### config.mk
export PLATFORM = sky130hd
export DESIGN_NAME = rpe_ctrl
export DESIGN_NICKNAME = d
export VERILOG_FILES = /design/src/sv/rpe_pkg.sv /design/src/sv/rpe_ctrl.sv
export SDC_FILE = /design/constraint.sdc
export NUM_CORES = 1
export LEC_CHECK = 0
export BUFFER_PORTS_ARGS = -buffer_cell sky130_fd_sc_hd__buf_2
export CORE_MARGIN = 2
export CORE_UTILIZATION = 45
export DETAILED_ROUTE_END_ITERATION = 7
export GPL_ROUTABILITY_DRIVEN = 1
export PLACE_DENSITY = 0.68
export SYNTH_ARGS = -nofsm -noshare
export SYNTH_HDL_FRONTEND = slang
export SYNTH_SLANG_ARGS = --single-unit
export TNS_END_PERCENT = 20
### constraint.sdc
create_clock -name clock -period 2.6 [get_ports clock]
set_input_delay 0.13 -clock clock [delete_from_list [all_inputs] [get_ports clock]]
set_output_delay 0.13 -clock clock [all_outputs]
set_load 0.05 [all_outputs]
### src/sv/rpe_pkg.sv
// Shared types, constants and lookup functions for the pose error block.
`timescale 1ns / 1ps
package rpe_pkg;

   localparam int unsigned SQRT_STEPS   = 35;
   localparam int unsigned CORDIC_STEPS = 31;
   localparam int unsigned POS_SQ_TERMS = 3;
   localparam int unsigned QMUL_TERMS   = 16;
   localparam logic [33:0] HALF_PI_Q30  = 34'd1686629713;

   localparam logic OP_LOAD    = 1'b0;
   localparam logic OP_COMPARE = 1'b1;

   typedef struct packed {
      logic        operation;
      logic [31:0] pos_x;
      logic [31:0] pos_y;
      logic [31:0] pos_z;
      logic [31:0] quat_x;
      logic [31:0] quat_y;
      logic [31:0] quat_z;
      logic [31:0] quat_w;
   } req_type;

   typedef struct packed {
      logic [33:0] position_error;
      logic [31:0] rotation_error;
      logic        status;
      logic        within_tolerance;
   } rsp_type;

   typedef enum logic [3:0] {
      S_IDLE, S_PSQ, S_PRLD, S_PROOT, S_PSAVE, S_QMUL, S_QABS, S_NORM,
      S_VSQ, S_VRLD, S_VROOT, S_CINIT, S_CORDIC, S_FIN
   } ctrl_state_type;

   typedef enum logic [3:0] {
      DP_NOP, DP_STORE, DP_CAPTURE, DP_PSQ, DP_ROOT_LOAD, DP_ROOT_STEP, DP_PSAVE,
      DP_QMUL, DP_QABS, DP_NORM, DP_VSQ, DP_CINIT, DP_CORDIC, DP_RESULT, DP_DEGEN
   } dp_op_type;

   typedef struct packed {
      dp_op_type   op;
      logic [5:0]  step;
   } dp_cmd_type;

   typedef struct packed {
      logic degen;
      logic norm_ok;
   } dp_status_type;

   // atan(2^-i) in units of 2^-30 rad
   function automatic logic [29:0] atan_lut(input logic [4:0] i);
      logic [29:0] v;
      case (i)
         5'd0:  v = 30'd843314857;
         5'd1:  v = 30'd497837829;
         5'd2:  v = 30'd263043837;
         5'd3:  v = 30'd133525159;
         5'd4:  v = 30'd67021687;
         5'd5:  v = 30'd33543516;
         5'd6:  v = 30'd16775851;
         5'd7:  v = 30'd8388437;
         5'd8:  v = 30'd4194283;
         5'd9:  v = 30'd2097149;
         default: v = (i <= 5'd30) ? (30'd1 << (5'd30 - i)) : 30'd0;
      endcase
      return v;
   endfunction

   // relative quaternion conj(E)*A: term j of component k uses e[e_idx], a[a_idx]
   function automatic logic [1:0] qmul_e_idx(input logic [1:0] j);
      logic [1:0] v;
      case (j)
         2'd0:    v = 2'd3;
         2'd1:    v = 2'd0;
         2'd2:    v = 2'd1;
         default: v = 2'd2;
      endcase
      return v;
   endfunction

   function automatic logic [1:0] qmul_a_idx(input logic [3:0] kj);
      logic [1:0] v;
      case (kj)
         4'd0:  v = 2'd0;  4'd1:  v = 2'd3;  4'd2:  v = 2'd2;  4'd3:  v = 2'd1;
         4'd4:  v = 2'd1;  4'd5:  v = 2'd2;  4'd6:  v = 2'd3;  4'd7:  v = 2'd0;
         4'd8:  v = 2'd2;  4'd9:  v = 2'd1;  4'd10: v = 2'd0;  4'd11: v = 2'd3;
         4'd12: v = 2'd3;  4'd13: v = 2'd0;  4'd14: v = 2'd1;  4'd15: v = 2'd2;
         default: v = 2'd0;
      endcase
      return v;
   endfunction

   function automatic logic qmul_neg(input logic [3:0] kj);
      logic v;
      case (kj)
         4'd1, 4'd2, 4'd6, 4'd7, 4'd9, 4'd11: v = 1'b1;
         default: v = 1'b0;
      endcase
      return v;
   endfunction

endpackage

### src/sv/rpe_ctrl.sv
// Sequencer that stores load items and steps the pose error datapath through one compare item.
`timescale 1ns / 1ps
module rpe_ctrl
   import rpe_pkg::*;
(
   input  logic          clock,
   input  logic          reset,
   input  logic          req_valid,
   input  logic          req_operation,
   output logic          req_stall,
   output logic          rsp_valid,
   input  logic          rsp_stall,
   input  dp_status_type status,
   output dp_cmd_type    cmd
);

   ctrl_state_type state_ff, state_in;
   logic [5:0]     cnt_ff, cnt_in;
   logic           deg_ff, deg_in;
   logic           rsp_valid_ff, rsp_valid_in;

   always_ff @(posedge clock) begin
      if (reset) begin
         state_ff     <= S_IDLE;
         cnt_ff       <= '0;
         deg_ff       <= 1'b0;
         rsp_valid_ff <= 1'b0;
      end else begin
         state_ff     <= state_in;
         cnt_ff       <= cnt_in;
         deg_ff       <= deg_in;
         rsp_valid_ff <= rsp_valid_in;
      end
   end

   always_comb begin
      state_in     = state_ff;
      cnt_in       = cnt_ff + 6'd1;
      deg_in       = deg_ff;
      rsp_valid_in = rsp_valid_ff & rsp_stall;
      cmd.op       = DP_NOP;
      cmd.step     = cnt_ff;
      case (state_ff)
         S_IDLE: begin
            cnt_in = '0;
            if (req_valid) begin
               if (req_operation == OP_LOAD) begin
                  cmd.op = DP_STORE;
               end else begin
                  cmd.op   = DP_CAPTURE;
                  deg_in   = status.degen;
                  state_in = status.degen ? S_FIN : S_PSQ;
               end
            end
         end
         S_PSQ: begin
            cmd.op = DP_PSQ;
            if (cnt_ff == 6'(POS_SQ_TERMS - 1)) state_in = S_PRLD;
         end
         S_PRLD: begin
            cmd.op   = DP_ROOT_LOAD;
            cnt_in   = '0;
            state_in = S_PROOT;
         end
         S_PROOT: begin
            cmd.op = DP_ROOT_STEP;
            if (cnt_ff == 6'(SQRT_STEPS - 1)) state_in = S_PSAVE;
         end
         S_PSAVE: begin
            cmd.op   = DP_PSAVE;
            cnt_in   = '0;
            state_in = S_QMUL;
         end
         S_QMUL: begin
            cmd.op = DP_QMUL;
            if (cnt_ff == 6'(QMUL_TERMS - 1)) state_in = S_QABS;
         end
         S_QABS: begin
            cmd.op   = DP_QABS;
            state_in = S_NORM;
         end
         S_NORM: begin
            cmd.op = DP_NORM;
            cnt_in = '0;
            if (status.norm_ok) state_in = S_VSQ;
         end
         S_VSQ: begin
            cmd.op = DP_VSQ;
            if (cnt_ff == 6'(POS_SQ_TERMS - 1)) state_in = S_VRLD;
         end
         S_VRLD: begin
            cmd.op   = DP_ROOT_LOAD;
            cnt_in   = '0;
            state_in = S_VROOT;
         end
         S_VROOT: begin
            cmd.op = DP_ROOT_STEP;
            if (cnt_ff == 6'(SQRT_STEPS - 1)) state_in = S_CINIT;
         end
         S_CINIT: begin
            cmd.op   = DP_CINIT;
            cnt_in   = '0;
            state_in = S_CORDIC;
         end
         S_CORDIC: begin
            cmd.op = DP_CORDIC;
            if (cnt_ff == 6'(CORDIC_STEPS - 1)) state_in = S_FIN;
         end
         S_FIN: begin
            // hold until the output register is free
            if (!rsp_valid_ff || !rsp_stall) begin
               cmd.op       = deg_ff ? DP_DEGEN : DP_RESULT;
               rsp_valid_in = 1'b1;
               state_in     = S_IDLE;
            end
         end
         default: state_in = S_IDLE;
      endcase
   end

   assign req_stall = (state_ff != S_IDLE);
   assign rsp_valid = rsp_valid_ff;

endmodule

==> key figures, run 1 <==
STA
  – Hold Vio Cnt, Final: 0
  – Period utilisation layout: a little under nine tenths
  – Max Clock Skew: about 0.0047 ns
  – Top achievable clock speed: about 450 MHz
  – Worst Hold Margin: 0.117 ns
  – Pins over their slew limit: 0
  – Rel. slew slack: between 50% and 60%
  – RSZ-0062 raised after global routing: no
  – Least-Margin Pin Slew: approximately 0.75 ns
  – Final Setup Violations: 0
  – Minimum clock period: 2.24 ns
  – Setup TNS: 0 ns

Logic synthesis
  – Synth Area in Adders: approximately 2.7%
  – Area fraction of the dominant cell type after synthesis: 26.0%
  – Synth Area in Compound Gates: between 20 and 30%
  – Post-synthesis mux area share: 2.17%
  – Count of cell types in the netlist: 44
  – Synth Register Bits: 12
  – Syn nets: between 100 and 150
  – Number of synthesized flops with an enable pin: 0
  – Largest family of logic cells by synthesized area: simple AND/OR/NAND/NOR gates
  – Yosys top cell by area: dfxtp_1
  – XOR/XNOR Fraction of Synth Area: under 10%
  – Yosys Warn Count: 0
  – Cell count after synthesis: approximately 120
  – Synth area leaders: dfxtp_1, a21oi_1, nor2_1
  – Sequential share of the synthesized area: 26.0%
  – Synth Area in Simple Gates: 30.9%
  – Post-synth ARST share: 0%
  – Synth cell count leaders: nor2_1, a21oi_1, dfxtp_1, nand2_1, clkbuf_1
  – Post-Syn Area: 923 um2
  – Synth Flop Type: dfxtp_1
  – Most numerous cell in the Yosys netlist: nor2_1
  – Synthesized area per cell: about 7.6 um2

Die
  – Top Ports: 19
  – Die area: between 0.002 and 0.0025 mm2
  – Starting Density: a little under half
  – Std-Cell Rows: 16
  – Placeable Area: between 0.0015 and 0.002 mm2
  – DIE HEIGHT: between 40 and 50 um
  – Die X: about 49 um

Pwr
  – P_leak: 0.411 nW
  – Maximum VDD drop: around 0.00086 V
  – PD cells: ~1200 mW/mm2

Placed design
  – Routability Congestion: 0.855
  – # port buffers: 18
  – Dpl cell area: 0.00102 mm2
  – Dpl hpwl: roughly 1.6 mm

Global routing
  – Pin count of the biggest net entering global routing: 23
  – Initial antenna violation count: 0
  – Congestion Overflow GR: 0
  – Total GRT Usage: between 10% and 20%
  – Grt met2 use: about 31%
  – Vias in the first global route: 783
  – First-pass GRT wire length: 3.70 mm
  – Grt met1 use: between 20% and 30%
  – Most Crowded Layer GR: met2
  – GRT met3 Usage: 3.07%

CTS
  – CTS tree: done
  – Hold buffers post-CTS: 0
  – CTS Buf Count: 3
  – H-tree Lvls: 1
  – Postcts setup bufs: 0
  – Clock transition at path regs: 0.09 ns
  – Worst skew pair latency: about 0.29 ns
  – Clock sink total: 12
  – CTS max path bufs: 2
  – CTS root buffer: clkbuf_4
  – CTS resizes: 0

Setup path
  – Worst Path Max Fanout: 20
  – Crit. End Element: primary output
  – Startpoint type of the worst setup path: register
  – Critical path arrival: approximately 2.1 ns
  – Critical Path RT: between 2 and 2.5 ns
  – Critical path class: register to primary output

Layout
  – Final core utilization: between 50% and 60%
  – Layout cells sized above 1: 23.7%
  – Design area: roughly 0.0011 mm2
  – Fillers: 206
  – Growth of design area from synthesis to finish: 14.1%
  – # diodes: 0
  – Final nets: between 100 and 150

Flow run
  – Max_cap viols: 0

Routing
  – Initial drt markers: 56
  – Final ANT Viol Nets: 0
  – Average wire per standard cell: 14.3 um
  – Via count: approximately 960
  – Drt first pass iters: 4
  – Wirelength, routed: roughly 2.3 mm
  – DRC errors left: 0
  – Routed vias/inst: 5.90

Outcome
  – Outcome: complete, no violations

Min path
  – Worst min path class: input port to register
## per-layer routing
| metal | vias up | part of all wire, % |
|---|---|---|
| met3 | 6 | 6.2 |
| met5 | - | 0 |
| met2 | 35 | 46 |
| met4 | 0 | 1.7 |
| li1 | 478 | - |
| met1 | 436 | 46 |
## cell usage in the layout, fill, tap and decap left out, types with 4 or more instances in the layout
master,instances
nor2_1,14
nand2b_1,4
a21oi_1,12
buf_2,18
dfxtp_1,12
nand3_1,4
inv_1,4
nand2_1,12
## final timing paths
check | start | to | slack (ns) | cells past startpoint
hold / removal | status[1] | deg_ff$_SDFFE_PP0P_ | 0.12 | 3
hold reg to reg | cnt_ff[0]$_SDFF_PP0_ | cnt_ff[0]$_SDFF_PP0_ | 0.49 | 1
setup / recovery | state_ff[2]$_SDFFE_PP0P_ | cmd[8] | 0.36 | 5
setup reg to reg | cnt_ff[0]$_SDFF_PP0_ | state_ff[0]$_SDFFE_PP0P_ | 0.52 | 7
## critical path: stages, from the launching register on
cell,delay (ns)
dfxtp_1,0.76
inv_1,0.34
a22oi_1,0.24
a31oi_1,0.06
a21oi_1,0.14
buf_2,0.27
## registers in the layout, summed over array words and instances (netlist names)
register and count:
cnt_ff 6, state_ff 4, deg_ff 1, rsp_valid 1
## through the flow
stage	setup slack, ns	std cells	power [mW]
global route	0.141	162	1.34
CTS	0.374	162	1.24
global placement	0.620	158	1.08
floorplan	0.276	121	0.942
finish	0.362	162	1.24
detailed placement	0.552	158	1.09
## where the power goes
group / total [mW] / switching [mW] / internal [mW]
sequential: 0.350 / 0.134 / 0.217
clock: 0.158 / 0.0728 / 0.0854
combinational: 0.736 / 0.486 / 0.250
## cells by family (layout without fill, tap and decap cells)
kind of cell             Yosys count  count (layout)
AO/OA/AOI/OAI                     36              36
XOR/XNOR                           4               4
adder cells (fa/ha/maj)            2               2
buffers and inverters             12              26
flip-flops                        12              12
multiplexers                       2               2
AND/OR/NAND/NOR                   53              53
## layout make-up
cell class / count / area [um2] / share of cell area, %
Timing Repair Buffer: 18 / 90.1 / 8.55
Multi-Input combinational cell: 97 / 638 / 60.6
Sequential cell: 12 / 240 / 22.8
Tap cell: 27 / 33.8 / 3.21
Clock buffer: 4 / 36.3 / 3.44
Inverter: 4 / 15.0 / 1.43
No activity file was read; power rests on OpenSTA's default activity.
==> inputs of run 2 (changes only) <==
--- a/config.mk
+++ b/config.mk
@@ -10,6 +10,7 @@
 export CORE_UTILIZATION = 45
 export DETAILED_ROUTE_END_ITERATION = 7
 export GPL_ROUTABILITY_DRIVEN = 1
+export GPL_TIMING_DRIVEN = 0
 export PLACE_DENSITY = 0.68
 export SYNTH_ARGS = -nofsm -noshare
 export SYNTH_HDL_FRONTEND = slang
==> key figures, run 2 (synthesis results as in run 1) <==
Outcome
  – Outcome: complete, no violations

Setup path
  – Worst Path Max Fanout: 10
  – Startpoint type of the worst setup path: register
  – CP max stage delay: approximately 0.4 ns
  – CP delay by family, top: buffers and inverters
  – Worst r2r path cells: 7
  – Crit. End Element: primary output
  – Critical R2R Launch: cnt_ff[0]$_SDFF_PP0_
  – Cells along the critical path: clkbuf_1 > clkbuf_1 > a21oi_1 > a22o_1 > a21oi_1 > buf_2
  – CP bufs+invs: 3
  – Slowest-stage cell, CP: clkbuf_1
  – R2r endpoint: state_ff[3]$_SDFFE_PP0P_
  – Critical path class: register to primary output
  – Worst R2R Setup Slack: around 0.51 ns
  – Critical path arrival: around 2.1 ns
  – Critical Path RT: 2.47 ns

Layout
  – # diodes: 0
  – Fillers: ~200
  – Final nets: ~150
  – Most common cell after layout, fill and taps aside: buf_2
  – Largest registers: cnt_ff (6), state_ff (4)
  – Layout cells sized above 1: between 20% and 30%
  – Most frequent cells in the layout: buf_2, nor2_1, a21oi_1, nand2_1, dfxtp_1
  – Growth of design area from synthesis to finish: 15.9%
  – Largest register FFs: 6
  – Largest Register: cnt_ff

Pwr
  – Maximum VDD drop: ~0.00065 V
  – PD cells: ~1200 mW/mm2
  – P_leak: approximately 0.41 nW

Die
  – DIE HEIGHT: slightly below 50 um
  – Std-Cell Rows: 16
  – Die area: roughly 0.0024 mm2
  – Placeable Area: about 0.0019 mm2
  – Starting Density: about 48%
  – Die X: ~50 um
  – Top Ports: 19

Routing
  – Initial drt markers: 56
  – Wirelength, routed: roughly 2.5 mm
  – DRC errors left: 0
  – Via count: around 990
  – Average wire per standard cell: around 15 um
  – Routed vias/inst: 5.88
  – Drt first pass iters: 4
  – Final ANT Viol Nets: 0

STA
  – Pins over their slew limit: 0
  – Least-Margin Pin Slew: 0.437 ns
  – Top achievable clock speed: ~460 MHz
  – Worst Hold Margin: 0.141 ns
  – Rel. slew slack: a little under three quarters
  – Max Clock Skew: about 0.0017 ns
  – RSZ-0062 raised after global routing: no
  – Setup TNS: 0 ns
  – Hold Vio Cnt, Final: 0
  – Final Setup Violations: 0
  – Minimum clock period: 2.19 ns
  – Period utilisation layout: a little over four fifths

Min path
  – Worst Hold Launch: reset
  – Hold EP: rsp_valid$_SDFF_PP0_
  – Worst hold path depth: 2
  – Worst min path class: input port to register

Global routing
  – First-pass GRT wire length: between 4 and 5 mm
  – Vias in the first global route: around 900
  – Initial antenna violation count: 0
  – Pin count of the biggest net entering global routing: 11
  – Total GRT Usage: between 20% and 30%
  – Congestion Overflow GR: 0

CTS
  – CTS Buf Count: 3
  – Worst skew pair latency: approximately 0.27 ns
  – H-tree Lvls: 1
  – CTS tree: done
  – Postcts setup bufs: 0
  – Clock sink total: 12
  – Clock transition at path regs: ~0.07 ns
  – CTS root buffer: clkbuf_4
  – Hold buffers post-CTS: 0
  – CTS resizes: 0
  – CTS max path bufs: 2

Placed design
  – Routability Congestion: 0.903
  – # port buffers: 18
  – Dpl hpwl: about 1.8 mm

Flow run
  – Max_cap viols: 0
-- run 2: cell type report --
| cell class | instances | area, um2 | share of cell area [%] |
|---|---|---|---|
| clock buffers | 3 | 22.5 | 2.11 |
| repair buffers | 18 | 90.1 | 8.42 |
| flip-flops and latches | 12 | 240 | 22.5 |
| well taps | 27 | 33.8 | 3.16 |
| inverters | 4 | 15.0 | 1.40 |
| plain buffers | 8 | 30.0 | 2.81 |
| multi-input cells | 97 | 638 | 59.6 |
-- run 2: metrics by stage --
step / setup slack (ns) / power (mW) / cells / utilization (%) / instance area, um2
after floorplan: 0.276 / 0.942 / 121 / - / 923
after global placement: 0.511 / 1.11 / 166 / 53.9 / 1050
after detailed placement: 0.519 / 1.12 / 166 / 53.9 / 1050
after CTS: 0.441 / 1.24 / 169 / 55.1 / 1070
after global routing: 0.242 / 1.33 / 169 / 55.1 / 1070
final: 0.412 / 1.24 / 169 / 55.1 / 1070
-- run 2: routing by layer --
layer / track usage [%] / routed length, um
met1: 26.9 / 1040
met2: 36.7 / 1250
met3: 4.91 / 142
met4: 9.05 / 29
met5: 0 / 0
-- run 2: report_power, final --
group	leakage [nW]	internal (mW)	total [mW]	switching [mW]
sequential	0.0976	0.217	0.242	0.0249
combinational	0.302	0.267	0.883	0.617
clock	0.0138	0.0537	0.116	0.0623
total	0.413	0.537	1.24	0.704
-- run 2: worst max-delay path by stage --
stage                          endpoint                      from  depth (start not counted)
2_1_floorplan  state_ff[0]$_SDFFE_PP0P_      cnt_ff[1]$_SDFF_PP0_                          6
3_3_place_gp   state_ff[3]$_SDFFE_PP0P_      cnt_ff[0]$_SDFF_PP0_                          7
3_5_place_dp   state_ff[0]$_SDFFE_PP0P_      cnt_ff[0]$_SDFF_PP0_                          7
4_1_cts                          cmd[7]  state_ff[0]$_SDFFE_PP0P_                          6
5_1_grt                          cmd[8]  state_ff[3]$_SDFFE_PP0P_                          6
6_report                         cmd[7]  state_ff[0]$_SDFFE_PP0P_                          6
-- run 2: worst reg2reg max path, cell delays in order (launching register included) --
cell,delay (ns)
dfxtp_1,0.35
inv_1,0.07
ha_1,0.16
or3b_4,0.42
o2111ai_1,0.25
nand2_1,0.11
or3_4,0.36
o31ai_1,0.28
